--- src/rtl/gnl_pkg.sv ---
`timescale 1ns / 1ps
`default_nettype none
// ----------------------------------------------------------------------------
// Gradient noise lattice package
// Shared widths, fixed-point constants, codes and helper functions.
// ----------------------------------------------------------------------------
package gnl_pkg;

  localparam int FRAC      = 16;
  localparam int HASH_W    = 8;
  localparam int TBL_DEPTH = 256;
  localparam int COORD_W   = 32;
  localparam int OUT_W     = 19;
  localparam int VAL_W     = 24;
  localparam int FADE_W    = 19;
  localparam int FADE_C_W  = FRAC + 6;
  localparam int MUL_W     = 48;

  localparam logic KIND_LOAD = 1'b0;
  localparam logic KIND_EVAL = 1'b1;

  localparam logic [1:0] DIM_2 = 2'd2;
  localparam logic [1:0] DIM_3 = 2'd3;
  localparam logic [1:0] DIM_RESET = DIM_3;

  typedef logic signed [VAL_W-1:0]  val_t;
  typedef logic signed [FADE_W-1:0] fade_t;
  typedef logic signed [MUL_W-1:0]  mul_t;
  typedef logic [HASH_W-1:0]        hash_t;

  localparam val_t ONE_V   = val_t'(1) <<< FRAC;
  localparam val_t HALF_V  = val_t'(1) <<< (FRAC - 1);
  localparam val_t OUT_MAX = val_t'((1 << (OUT_W - 1)) - 1);
  localparam val_t OUT_MIN = val_t'(-(1 << (OUT_W - 1)));

  // sqrt(2)/2 rounded to nearest at FRAC fraction bits.
  localparam logic signed [FRAC+1:0] HALF_SQRT2 =
    (FRAC+2)'((64'sd759250125 + (64'sd1 <<< (29 - FRAC))) >>> (30 - FRAC));

  localparam logic signed [FADE_C_W-1:0] FIFTEEN_Q = FADE_C_W'(15) <<< FRAC;
  localparam logic signed [FADE_C_W-1:0] TEN_Q     = FADE_C_W'(10) <<< FRAC;

  typedef struct packed {
    logic  we;
    hash_t addr;
    hash_t data;
  } tbl_wr_t;

  typedef struct packed {
    logic signed [1:0] gx;
    logic signed [1:0] gy;
    logic signed [1:0] gz;
  } grad_t;

  localparam logic signed [1:0] GP = 2'sd1;
  localparam logic signed [1:0] GN = -2'sd1;
  localparam logic signed [1:0] G0 = 2'sd0;

  function automatic grad_t grad3(input logic [3:0] h);
    grad_t g;
    unique case (h)
      4'd0:    g = '{GP, GP, G0};
      4'd1:    g = '{GN, GP, G0};
      4'd2:    g = '{GP, GN, G0};
      4'd3:    g = '{GN, GN, G0};
      4'd4:    g = '{GP, G0, GP};
      4'd5:    g = '{GN, G0, GP};
      4'd6:    g = '{GP, G0, GN};
      4'd7:    g = '{GN, G0, GN};
      4'd8:    g = '{G0, GP, GP};
      4'd9:    g = '{G0, GN, GP};
      4'd10:   g = '{G0, GP, GN};
      4'd11:   g = '{G0, GN, GN};
      4'd12:   g = '{GP, GP, G0};
      4'd13:   g = '{GN, GP, G0};
      4'd14:   g = '{G0, GN, GP};
      default: g = '{G0, GN, GN};
    endcase
    return g;
  endfunction

  function automatic val_t gterm(input logic signed [1:0] g, input val_t d);
    val_t r;
    if (g == GP) begin
      r = d;
    end else if (g == GN) begin
      r = -d;
    end else begin
      r = '0;
    end
    return r;
  endfunction

endpackage
`default_nettype wire

--- src/rtl/gnl_fade.sv ---
`timescale 1ns / 1ps
`default_nettype none
// ----------------------------------------------------------------------------
// Quintic fade
// Three-stage pipeline computing 6t^5 - 15t^4 + 10t^3 with floored products.
// ----------------------------------------------------------------------------
module gnl_fade (
  input  wire logic                     clk,
  input  wire logic                     en,
  input  wire logic [gnl_pkg::FRAC-1:0] t,
  output gnl_pkg::fade_t                fade
);

  logic signed [gnl_pkg::FRAC:0]       ts;
  logic signed [gnl_pkg::FADE_C_W-1:0] c;
  gnl_pkg::mul_t                       t2_m;
  gnl_pkg::mul_t                       q_m;
  gnl_pkg::mul_t                       t3_m;
  gnl_pkg::mul_t                       f_m;

  logic signed [gnl_pkg::FRAC:0]       t1_r;
  logic signed [gnl_pkg::FRAC:0]       t2_r;
  logic signed [gnl_pkg::FADE_C_W-1:0] q_r;
  logic signed [gnl_pkg::FRAC:0]       t3_r;
  logic signed [gnl_pkg::FADE_C_W-1:0] p_r;
  gnl_pkg::fade_t                      fade_r;

  always_comb begin
    ts   = $signed({1'b0, t});
    c    = (gnl_pkg::FADE_C_W'(ts) <<< 2) + (gnl_pkg::FADE_C_W'(ts) <<< 1)
           - gnl_pkg::FIFTEEN_Q;
    t2_m = (gnl_pkg::mul_t'(ts) * gnl_pkg::mul_t'(ts)) >>> gnl_pkg::FRAC;
    q_m  = (gnl_pkg::mul_t'(ts) * gnl_pkg::mul_t'(c)) >>> gnl_pkg::FRAC;
    t3_m = (gnl_pkg::mul_t'(t2_r) * gnl_pkg::mul_t'(t1_r)) >>> gnl_pkg::FRAC;
    f_m  = (gnl_pkg::mul_t'(t3_r) * gnl_pkg::mul_t'(p_r)) >>> gnl_pkg::FRAC;
  end

  always_ff @(posedge clk) begin
    if (en) begin
      t1_r   <= ts;
      t2_r   <= t2_m[gnl_pkg::FRAC:0];
      q_r    <= q_m[gnl_pkg::FADE_C_W-1:0];
      t3_r   <= t3_m[gnl_pkg::FRAC:0];
      p_r    <= q_r + gnl_pkg::TEN_Q;
      fade_r <= f_m[gnl_pkg::FADE_W-1:0];
    end
  end

  assign fade = fade_r;

endmodule
`default_nettype wire

--- config.mk ---
export PLATFORM = sky130hd
export DESIGN_NAME = gnl_fade
export DESIGN_NICKNAME = d
export VERILOG_FILES = /design/src/rtl/gnl_pkg.sv /design/src/rtl/gnl_fade.sv
export SDC_FILE = /design/constraint.sdc
export NUM_CORES = 2
export LEC_CHECK = 0
export ABC_AREA = 1
export BUFFER_PORTS_ARGS = -buffer_cell sky130_fd_sc_hd__buf_4
export CORE_MARGIN = 2
export CORE_UTILIZATION = 35
export CTS_CLUSTER_DIAMETER = 200
export CTS_CLUSTER_SIZE = 24
export DETAILED_ROUTE_END_ITERATION = 8
export SLEW_MARGIN = 25
export SYNTH_ARGS = -nofsm -noshare
export SYNTH_HDL_FRONTEND = slang
export SYNTH_SLANG_ARGS = --single-unit
--- constraint.sdc ---
create_clock -name clk -period 11.4 [get_ports clk]
set_input_delay 1.14 -clock clk [delete_from_list [all_inputs] [get_ports clk]]
set_output_delay 1.14 -clock clk [all_outputs]
set_load 0.05 [all_outputs]
==> results.json <==
{
  "globalplace.congestion": 0.948,
  "syn_avg_cell_area_um2": 8.19,
  "grt_use_met2": 0.322,
  "yosys_warnings": 0,
  "cp_top_family": "adder cells",
  "grt_pass1_vias": 36000,
  "htree_levels": 3,
  "slowest_delay_ns": 0.85,
  "holdPathEnd": "p_r[5]",
  "dr.pass1.iters": 5,
  "synth_cell_types": 45,
  "yosysTopAreaCell": "fa_1",
  "rr_worst_depth": 20,
  "core_area_mm2": 0.126,
  "fp.dieH_um": 360,
  "antenna_found_initial": 0,
  "drc_errors": 0,
  "synth_top_area_share": 0.442,
  "tns_ns": 0,
  "clock-skew-final_ns": 0.0296,
  "yosys-top-cells-count": "inv_1, nand2_1, fa_1",
  "hold_depth": 0,
  "finalHoldViolCount": 0,
  "rows": 130,
  "clkTransAtPathRegs_ns": 0.10,
  "drt-total-wl_mm": 116,
  "status": "completed",
  "finalSetupViolations": 0,
  "start_util": 0.353,
  "grt_pass1_wl_mm": 193,
  "synth_edf_count": 111,
  "rsz0062_at_grt": "false",
  "ys_ff_latch": 111,
  "post_cts_resize_count": 0,
  "hp-start": "q_r[5]",
  "met1_usage": 0.254,
  "async_reset_ff_frac": 0,
  "clk_latency_ns": 0.40,
  "endpoint_kind": "flip-flop",
  "via_per_inst": 4.73,
  "synth_nets": 6826,
  "drt_iter0_markers": 1992,
  "die-area_mm2": 0.129,
  "overflow": 0,
  "dp_hpwl_mm": 96.1,
  "slew_headroom": 0.270,
  "fin_crit_sh": 0.789,
  "grtUsageMet3": 0.0217,
  "fin_nets": 6697,
  "synth-main-ff-cell": "edfxtp_1",
  "path_class": "primary input to flip-flop",
  "cts_hold_buffers": 0,
  "fmax_mhz": 111,
  "dp_cells": 6917,
  "hold_path.class": "flip-flop to flip-flop",
  "cts_setup_buffers": 0,
  "worst_ep_required_time_ns": 11.56,
  "cts_tree": "yes",
  "reg2reg_from": "t3_r[5]",
  "grt_usage": 0.187,
  "syn-cell-area_mm2": 0.0443,
  "ys_seq_area_frac": 0.0752,
  "synth.most_common_cell": "inv_1",
  "io_pins": 37,
  "antenna_cells": 0,
  "cts_buffers": 9,
  "slew_viol_final": 0,
  "drive_above_1_share": 0.0180,
  "cp.buffers_inverters": 9,
  "reg2reg_to": "fade[18]",
  "busiest_layer": "met2",
  "syn_to_final_growth_pct": 4.61,
  "layout.cells.non_filler": 6933,
  "crit_top_cell": "nand2_1",
  "drv_cap": 0,
  "wl_per_cell_um": 16.8,
  "critPathMaxFanout": 27,
  "num_vias": 32800,
  "worstMarginPinSlew_ns": 1.09,
  "port_buffers": 36,
  "slowest_stage": "xor2_1",
  "r2r_setup_slack_ns": 4.92,
  "synthesis.instances": 5407,
  "die_x_um": 360,
  "fin_crit_ns": 8.99,
  "arrival_ns": 9.15,
  "final_antenna_net_count": 0,
  "cts.sink_count": 111,
  "cts_buffer_depth": 2,
  "clockRootBuffer": "clkbuf_16",
  "grt_max_degree": 61,
  "nFillCells": 13100,
  "start_kind": "primary input",
  "synthTopCellsByArea": "fa_1, inv_1, ha_1"
}
==> state kept, by name, summed over array words and instances (netlist names) <==
signal,flops
t3_r,16
q_r,22
t1_r,16
fade,19
t2_r,16
p_r,22
==> cells by family after synthesis <==
logic type,after synthesis,synth area share
compound gates,311,0.0405
simple gates,1639,0.146
fa+ha+maj,1401,0.561
xor+xnor,103,0.0212
buf+inv,1842,0.156
flops,111,0.0752
==> worst max-delay path by stage <==
stage,startpoint,to,slack (ns),cells after the start
6_report,t[4],q_r[21],2.41,35
5_1_grt,t[1],q_r[21],1.86,38
4_1_cts,t[4],q_r[21],2.49,35
3_5_place_dp,t[13],q_r[21],2.10,35
3_3_place_gp,t[13],q_r[21],2.16,35
2_1_floorplan,t[1],q_r[17],3.32,38
==> final cells by class <==
class                      instances  area (µm²)  share of cell area
inverter                        1651        6200               0.134
timing repair buffer              51         383             0.00826
clock inverter                     7        91.3             0.00197
clock buffer                       9         225             0.00486
tap                             1650        2060              0.0445
multi-input combinational       3454       34100               0.735
sequential                       111        3330              0.0719
==> per-layer routing <==
layer | wire [µm] | vias up
met1 | 50800 | 16500
met3 | 6980 | 142
li1 | - | 15200
met5 | 0 | -
met2 | 55800 | 956
met4 | 2510 | 0
==> cell usage in the layout, fill, tap and decap left out, drive strengths merged, types with 18 or more instances in the layout <==
cell	instances
nand4	20
xnor2	36
nor3	19
xor2	67
nand3	98
ha	423
nor2	258
edfxtp	111
buf	51
a21o	20
or2	18
o21ai	78
nand2	1208
fa	978
a21oi	149
inv	1649
==> worst register-to-register path, stage by stage (launching register included) <==
cell and delay (ns):
edfxtp_1 1.03, nand2_1 0.24, inv_1 0.17, fa_1 0.45, fa_1 0.63, inv_1 0.20, fa_1 0.49, fa_1 0.60
fa_1 0.45, fa_1 0.49, inv_1 0.04, ha_1 0.40, nand2_1 0.10, nor2_1 0.12, inv_1 0.08, nor4_1 0.29
nand2_1 0.09, nand2_1 0.19, inv_1 0.07, nand2_1 0.07, nand2_1 0.05
==> stage by stage <==
stage	instance area (µm²)	utilization	hold WS [ns]	setup slack, ns
after CTS	46400	0.369	0.416	2.49
after detailed placement	46000	0.367	0.405	2.10
after floorplan	44300	-	0.400	3.32
after global placement	46000	0.367	0.402	2.16
final	46400	0.369	0.416	2.41
after global routing	46400	0.369	0.425	1.86
Power is not shown: default switching activity piles up to over one toggle a cycle in this logic, so the estimate is an artifact.
