## config.mk

```make
export PLATFORM = sky130hd
export DESIGN_NAME = gnl_perm_mem
export DESIGN_NICKNAME = d
export VERILOG_FILES = /design/src/rtl/gnl_pkg.sv /design/src/rtl/gnl_perm_mem.sv
export SDC_FILE = /design/constraint.sdc
export NUM_CORES = 2
export LEC_CHECK = 0
export BUFFER_PORTS_ARGS = -buffer_cell sky130_fd_sc_hd__buf_2
export CAP_MARGIN = 20
export CORE_ASPECT_RATIO = 0.7
export CORE_MARGIN = 2
export CORE_UTILIZATION = 30
export DETAILED_ROUTE_END_ITERATION = 8
export MAX_ROUTING_LAYER = met4
export SLEW_MARGIN = 5
export SYNTH_ARGS = -nofsm -noshare
export SYNTH_HDL_FRONTEND = slang
export SYNTH_SLANG_ARGS = --single-unit
```

## constraint.sdc

```tcl
create_clock -name clk -period 7.88 [get_ports clk]
set_clock_uncertainty 0.1 [all_clocks]
set_input_delay 1.576 -clock clk [delete_from_list [all_inputs] [get_ports clk]]
set_output_delay 1.576 -clock clk [all_outputs]
set_load 0.01 [all_outputs]
```

## src/rtl/gnl_pkg.sv

```systemverilog
`timescale 1ns / 1ps
`default_nettype none
// ----------------------------------------------------------------------------
// Gradient noise lattice package
// Shared widths, fixed-point constants, codes and helper functions.
// ----------------------------------------------------------------------------
package gnl_pkg;

  localparam int FRAC      = 16;
  localparam int HASH_W    = 8;
  localparam int TBL_DEPTH = 256;
  localparam int COORD_W   = 32;
  localparam int OUT_W     = 19;
  localparam int VAL_W     = 24;
  localparam int FADE_W    = 19;
  localparam int FADE_C_W  = FRAC + 6;
  localparam int MUL_W     = 48;

  localparam logic KIND_LOAD = 1'b0;
  localparam logic KIND_EVAL = 1'b1;

  localparam logic [1:0] DIM_2 = 2'd2;
  localparam logic [1:0] DIM_3 = 2'd3;
  localparam logic [1:0] DIM_RESET = DIM_3;

  typedef logic signed [VAL_W-1:0]  val_t;
  typedef logic signed [FADE_W-1:0] fade_t;
  typedef logic signed [MUL_W-1:0]  mul_t;
  typedef logic [HASH_W-1:0]        hash_t;

  localparam val_t ONE_V   = val_t'(1) <<< FRAC;
  localparam val_t HALF_V  = val_t'(1) <<< (FRAC - 1);
  localparam val_t OUT_MAX = val_t'((1 << (OUT_W - 1)) - 1);
  localparam val_t OUT_MIN = val_t'(-(1 << (OUT_W - 1)));

  // sqrt(2)/2 rounded to nearest at FRAC fraction bits.
  localparam logic signed [FRAC+1:0] HALF_SQRT2 =
    (FRAC+2)'((64'sd759250125 + (64'sd1 <<< (29 - FRAC))) >>> (30 - FRAC));

  localparam logic signed [FADE_C_W-1:0] FIFTEEN_Q = FADE_C_W'(15) <<< FRAC;
  localparam logic signed [FADE_C_W-1:0] TEN_Q     = FADE_C_W'(10) <<< FRAC;

  typedef struct packed {
    logic  we;
    hash_t addr;
    hash_t data;
  } tbl_wr_t;

  typedef struct packed {
    logic signed [1:0] gx;
    logic signed [1:0] gy;
    logic signed [1:0] gz;
  } grad_t;

  localparam logic signed [1:0] GP = 2'sd1;
  localparam logic signed [1:0] GN = -2'sd1;
  localparam logic signed [1:0] G0 = 2'sd0;

  function automatic grad_t grad3(input logic [3:0] h);
    grad_t g;
    unique case (h)
      4'd0:    g = '{GP, GP, G0};
      4'd1:    g = '{GN, GP, G0};
      4'd2:    g = '{GP, GN, G0};
      4'd3:    g = '{GN, GN, G0};
      4'd4:    g = '{GP, G0, GP};
      4'd5:    g = '{GN, G0, GP};
      4'd6:    g = '{GP, G0, GN};
      4'd7:    g = '{GN, G0, GN};
      4'd8:    g = '{G0, GP, GP};
      4'd9:    g = '{G0, GN, GP};
      4'd10:   g = '{G0, GP, GN};
      4'd11:   g = '{G0, GN, GN};
      4'd12:   g = '{GP, GP, G0};
      4'd13:   g = '{GN, GP, G0};
      4'd14:   g = '{G0, GN, GP};
      default: g = '{G0, GN, GN};
    endcase
    return g;
  endfunction

  function automatic val_t gterm(input logic signed [1:0] g, input val_t d);
    val_t r;
    if (g == GP) begin
      r = d;
    end else if (g == GN) begin
      r = -d;
    end else begin
      r = '0;
    end
    return r;
  endfunction

endpackage
`default_nettype wire

```

## src/rtl/gnl_perm_mem.sv

```systemverilog
`timescale 1ns / 1ps
`default_nettype none
// ----------------------------------------------------------------------------
// Permutation table copy
// One write port and two registered read ports, all advancing with the pipe.
// ----------------------------------------------------------------------------
module gnl_perm_mem (
  input  wire logic            clk,
  input  wire logic            en,
  input  wire gnl_pkg::tbl_wr_t wr,
  input  wire gnl_pkg::hash_t  rd_addr_a,
  input  wire gnl_pkg::hash_t  rd_addr_b,
  output gnl_pkg::hash_t       rd_data_a,
  output gnl_pkg::hash_t       rd_data_b
);

  gnl_pkg::hash_t mem [gnl_pkg::TBL_DEPTH];
  gnl_pkg::hash_t rd_a_r;
  gnl_pkg::hash_t rd_b_r;

  always_ff @(posedge clk) begin
    if (en) begin
      if (wr.we) begin
        mem[wr.addr] <= wr.data;
      end
      rd_a_r <= mem[rd_addr_a];
      rd_b_r <= mem[rd_addr_b];
    end
  end

  assign rd_data_a = rd_a_r;
  assign rd_data_b = rd_b_r;

endmodule
`default_nettype wire

```

==> summary.txt <==
Timing
  • Fmax: around 0.18 GHz
  • Period utilization: about 69%
  • Final Setup Violations: 0
  • Setup WS post-layout: between 2 and 2.5 ns
  • Final hold violation count: 0
  • RSZ-0062 raised after global routing: no
  • Fin Setup TNS: 0 ns
  • Slew headroom: around 11%
  • Max-slew violation count: 0
  • Hold WS: approximately 0.99 ns
  • Worst slew pin tran: 1.33 ns
  • Final worst path period need: 5.41 ns

Power
  • Peak VDD IR: between 0.00015 and 0.0002 V
  • Power Dens Cells: 222 nW/um^2
  • Switching share of power: between 20 and 25%
  • Reg power frac: around half
  • Logic pwr share: between 8 and 9%
  • Switch Pwr: 5.76 mW
  • Int Pwr: around 18 mW
  • Pleak: around 33 nW
  • Clk network pwr share: between 40% and 50%

Logic synthesis
  • Synth Warn #: 0
  • Cell variety after synth: between 60 and 70
  • Synthesized instance count: around 5.2k
  • Xor/xnor share of the synthesized area: 0%
  • Post-synth top cells: 2064 x edfxtp_1, 821 x mux4_2, 332 x mux2i_1
  • Post-synthesis simple-gate area fraction: under 10%
  • Part of the Yosys area used for sequential elements: roughly 64%
  • Synth top area share: 64.2%
  • Post-Syn Area: 96500 sq um
  • Post-synthesis mux area share: 23.3%
  • Compound-Gate Fraction of Synth Area: 6.30%
  • Mapped Avg Cell Area: roughly 19 sq um
  • Largest family of logic cells by synthesized area: multiplexers
  • Flops & latches, synth: 2064
  • Net Count, Synth: about 5.2k
  • Asr flop ratio synth: 0%
  • Leading area contributor after synthesis: edfxtp_1
  • Post-synth EDFFs: 2064
  • Area contributors post-synth: edfxtp_1 64%, mux4_2 19%, mux2i_1 3.4%
  • Post-Synth Adder-Cell Area: 0%
  • Synth Flop Type: edfxtp_1
  • Top-count cell post-synth: edfxtp_1

Worst setup path
  • Critical path class: in2reg
  • Worst setup EP type: flop
  • Worst Path Required: around 8.4 ns
  • CP Max Fanout: 19
  • Crit path launch type: input port
  • Worst endpoint data arrival time: 5.94 ns

Placement
  • Final GP Congestion: roughly 0.96
  • DP Wirelength: about 220000 um
  • Post-Place Setup Slack: between 1.5 and 2 ns
  • Placed cell areas: around 100000 sq um
  • PortBufs: 50

Floorplanning
  • Die W: between 600 and 700 um
  • Starting Density: between 30% and 40%
  • Site Rows: 174
  • Die Y: approximately 480 um
  • Core area: 320000 sq um
  • Die ar.: around 330000 sq um
  • I/O Pins: 51

Routing
  • Via-to-Cell Ratio: ~6
  • Starting DRT DRC Count: slightly above 10k
  • Drt total wl: 332000 um
  • Via count: slightly below 60k
  • WL/cell: between 30 and 40 um
  • Drc violations: 0
  • DR pass1 iterations: 6
  • Antenna viol nets, final: 0

Clock tree
  • # resized after CTS: 0
  • Root buffer cell: clkbuf_16
  • CTS max path bufs: 4
  • H-tree depth: 4
  • CTS sink cnt: a little over 2k
  • CTS Hold Bufs: 0
  • Skew-Pair Late Insertion Delay: about 0.89 ns
  • TritonCTS clock tree: yes
  • Inserted Clock Buffers: 203
  • Worst-path clk slew: 0.07 ns
  • Setup bufs post-CTS: 0

Global routing
  • Total congestion overflow: 0
  • Initial antenna violation count: 34
  • Via count of the first global-routing pass: 55.5k
  • First-pass GRT wire length: around 460000 um
  • Gr usage total: about a fifth
  • Largest net degree at the start of global routing: 182

Flow run
  • Max-Cap Viols: 0

Layout
  • Syn-to-layout area delta: 11.5%
  • NumNets Final: around 5.2k
  • Final Util: between 30% and 40%
  • Share of cells above drive strength 1: 26.0%
  • Finished Cell Area: approximately 110000 sq um

Hold path
  • Hold Path Class: reg2reg

Run status
  • Status: completed
==> cell type report <==
class / instances / area, sq um
fill: 30200 / 213000
sequential: 2064 / 62000
multi-input combinational: 2701 / 31800
tap: 4312 / 5400
clock buffer: 244 / 5300
timing repair buffer: 230 / 2010
clock inverter: 109 / 1020
antenna: 19 / 47.5
inverter: 8 / 30.0
==> cell families (layout without fill, tap and decap cells) <==
| logic type | after synthesis | in the layout |
|---|---|---|
| multiplexers | 1181 | 1181 |
| other | 0 | 19 |
| AND/OR/NAND/NOR | 657 | 657 |
| buffers and inverters | 433 | 591 |
| flip-flops | 2064 | 2064 |
| AO/OA/AOI/OAI | 863 | 863 |
==> registers in the layout (all words and copies together) (netlist names) <==
register	count
rd_data_a	8
rd_data_b	8
mem	2048
==> final timing paths <==
check                                      startpoint  depth (start not counted)                     end  slack, ns
worst min register to register   mem[88][1]$_DFFE_PP_                          5  rd_data_a[1]$_DFFE_PP_       0.99
worst max-delay path                     rd_addr_a[2]                         10  rd_data_a[3]$_DFFE_PP_       2.47
worst max register to register  mem[183][3]$_DFFE_PP_                          7  rd_data_a[3]$_DFFE_PP_       4.20
worst min-delay path             mem[88][1]$_DFFE_PP_                          5  rd_data_a[1]$_DFFE_PP_       0.99
==> critical path, stage by stage <==
cell,delay [ns]
buf_2,0.21
buf_4,0.33
nand2b_2,0.76
nor2b_1,0.09
buf_4,0.25
a211oi_1,0.39
a31oi_2,0.52
nor4_2,1.17
a31oi_1,0.30
and3_1,0.26
==> layer usage <==
| metal | vias up | track usage, % | wire, um |
|---|---|---|---|
| met3 | 467 | 8.68 | 54300 |
| met4 | 0 | 4.38 | 7570 |
| met2 | 4334 | 26.2 | 134000 |
| met5 | - | - | 0 |
| li1 | 22400 | - | - |
| met1 | 31100 | 29.4 | 136000 |
==> power groups by stage <==
stage	sequential [mW]	clock (mW)	combinational (mW)
3_3_place_gp	12.4	0	1.97
5_1_grt	12.1	10.2	2.11
2_1_floorplan	12.4	0	1.13
6_report	12.1	9.70	2.07
3_5_place_dp	12.4	0	1.99
4_1_cts	12.1	9.77	1.99
==> per-stage QoR <==
step           std cells  power (mW)
3_5_place_dp        9297        14.4
5_1_grt             9681        24.4
2_1_floorplan       5198        13.5
6_report            9687        23.9
4_1_cts             9650        23.9
3_3_place_gp        9289        14.3
==> layout by cell type (no fill, tap or decap), types with 10 or more instances in the layout <==
cell type	netlist	layout
clkbuf_16	0	206
a2111oi_0	12	12
nand3_1	51	51
mux2i_1	332	332
o221ai_1	62	62
a31oi_1	16	15
edfxtp_1	2064	2064
bufinv_16	0	18
mux4_1	26	26
clkinv_1	0	42
buf_4	51	156
o21ai_0	29	29
nor2_1	319	315
buf_2	110	37
o22ai_1	97	97
clkinv_2	0	32
a221oi_1	29	28
a211oi_1	34	33
o2bb2ai_1	14	14
a22o_1	37	37
buf_12	17	22
a21oi_1	183	181
mux4_2	821	821
a22oi_1	292	292
nand4_1	16	16
or2_2	12	12
nor2b_1	43	35
nor4_2	5	10
nand2b_1	15	14
nor3_1	56	55
clkbuf_1	151	38
nor4_1	38	33
nand2_1	72	71
diode_2	0	19
(Power assumes the default switching activity.)
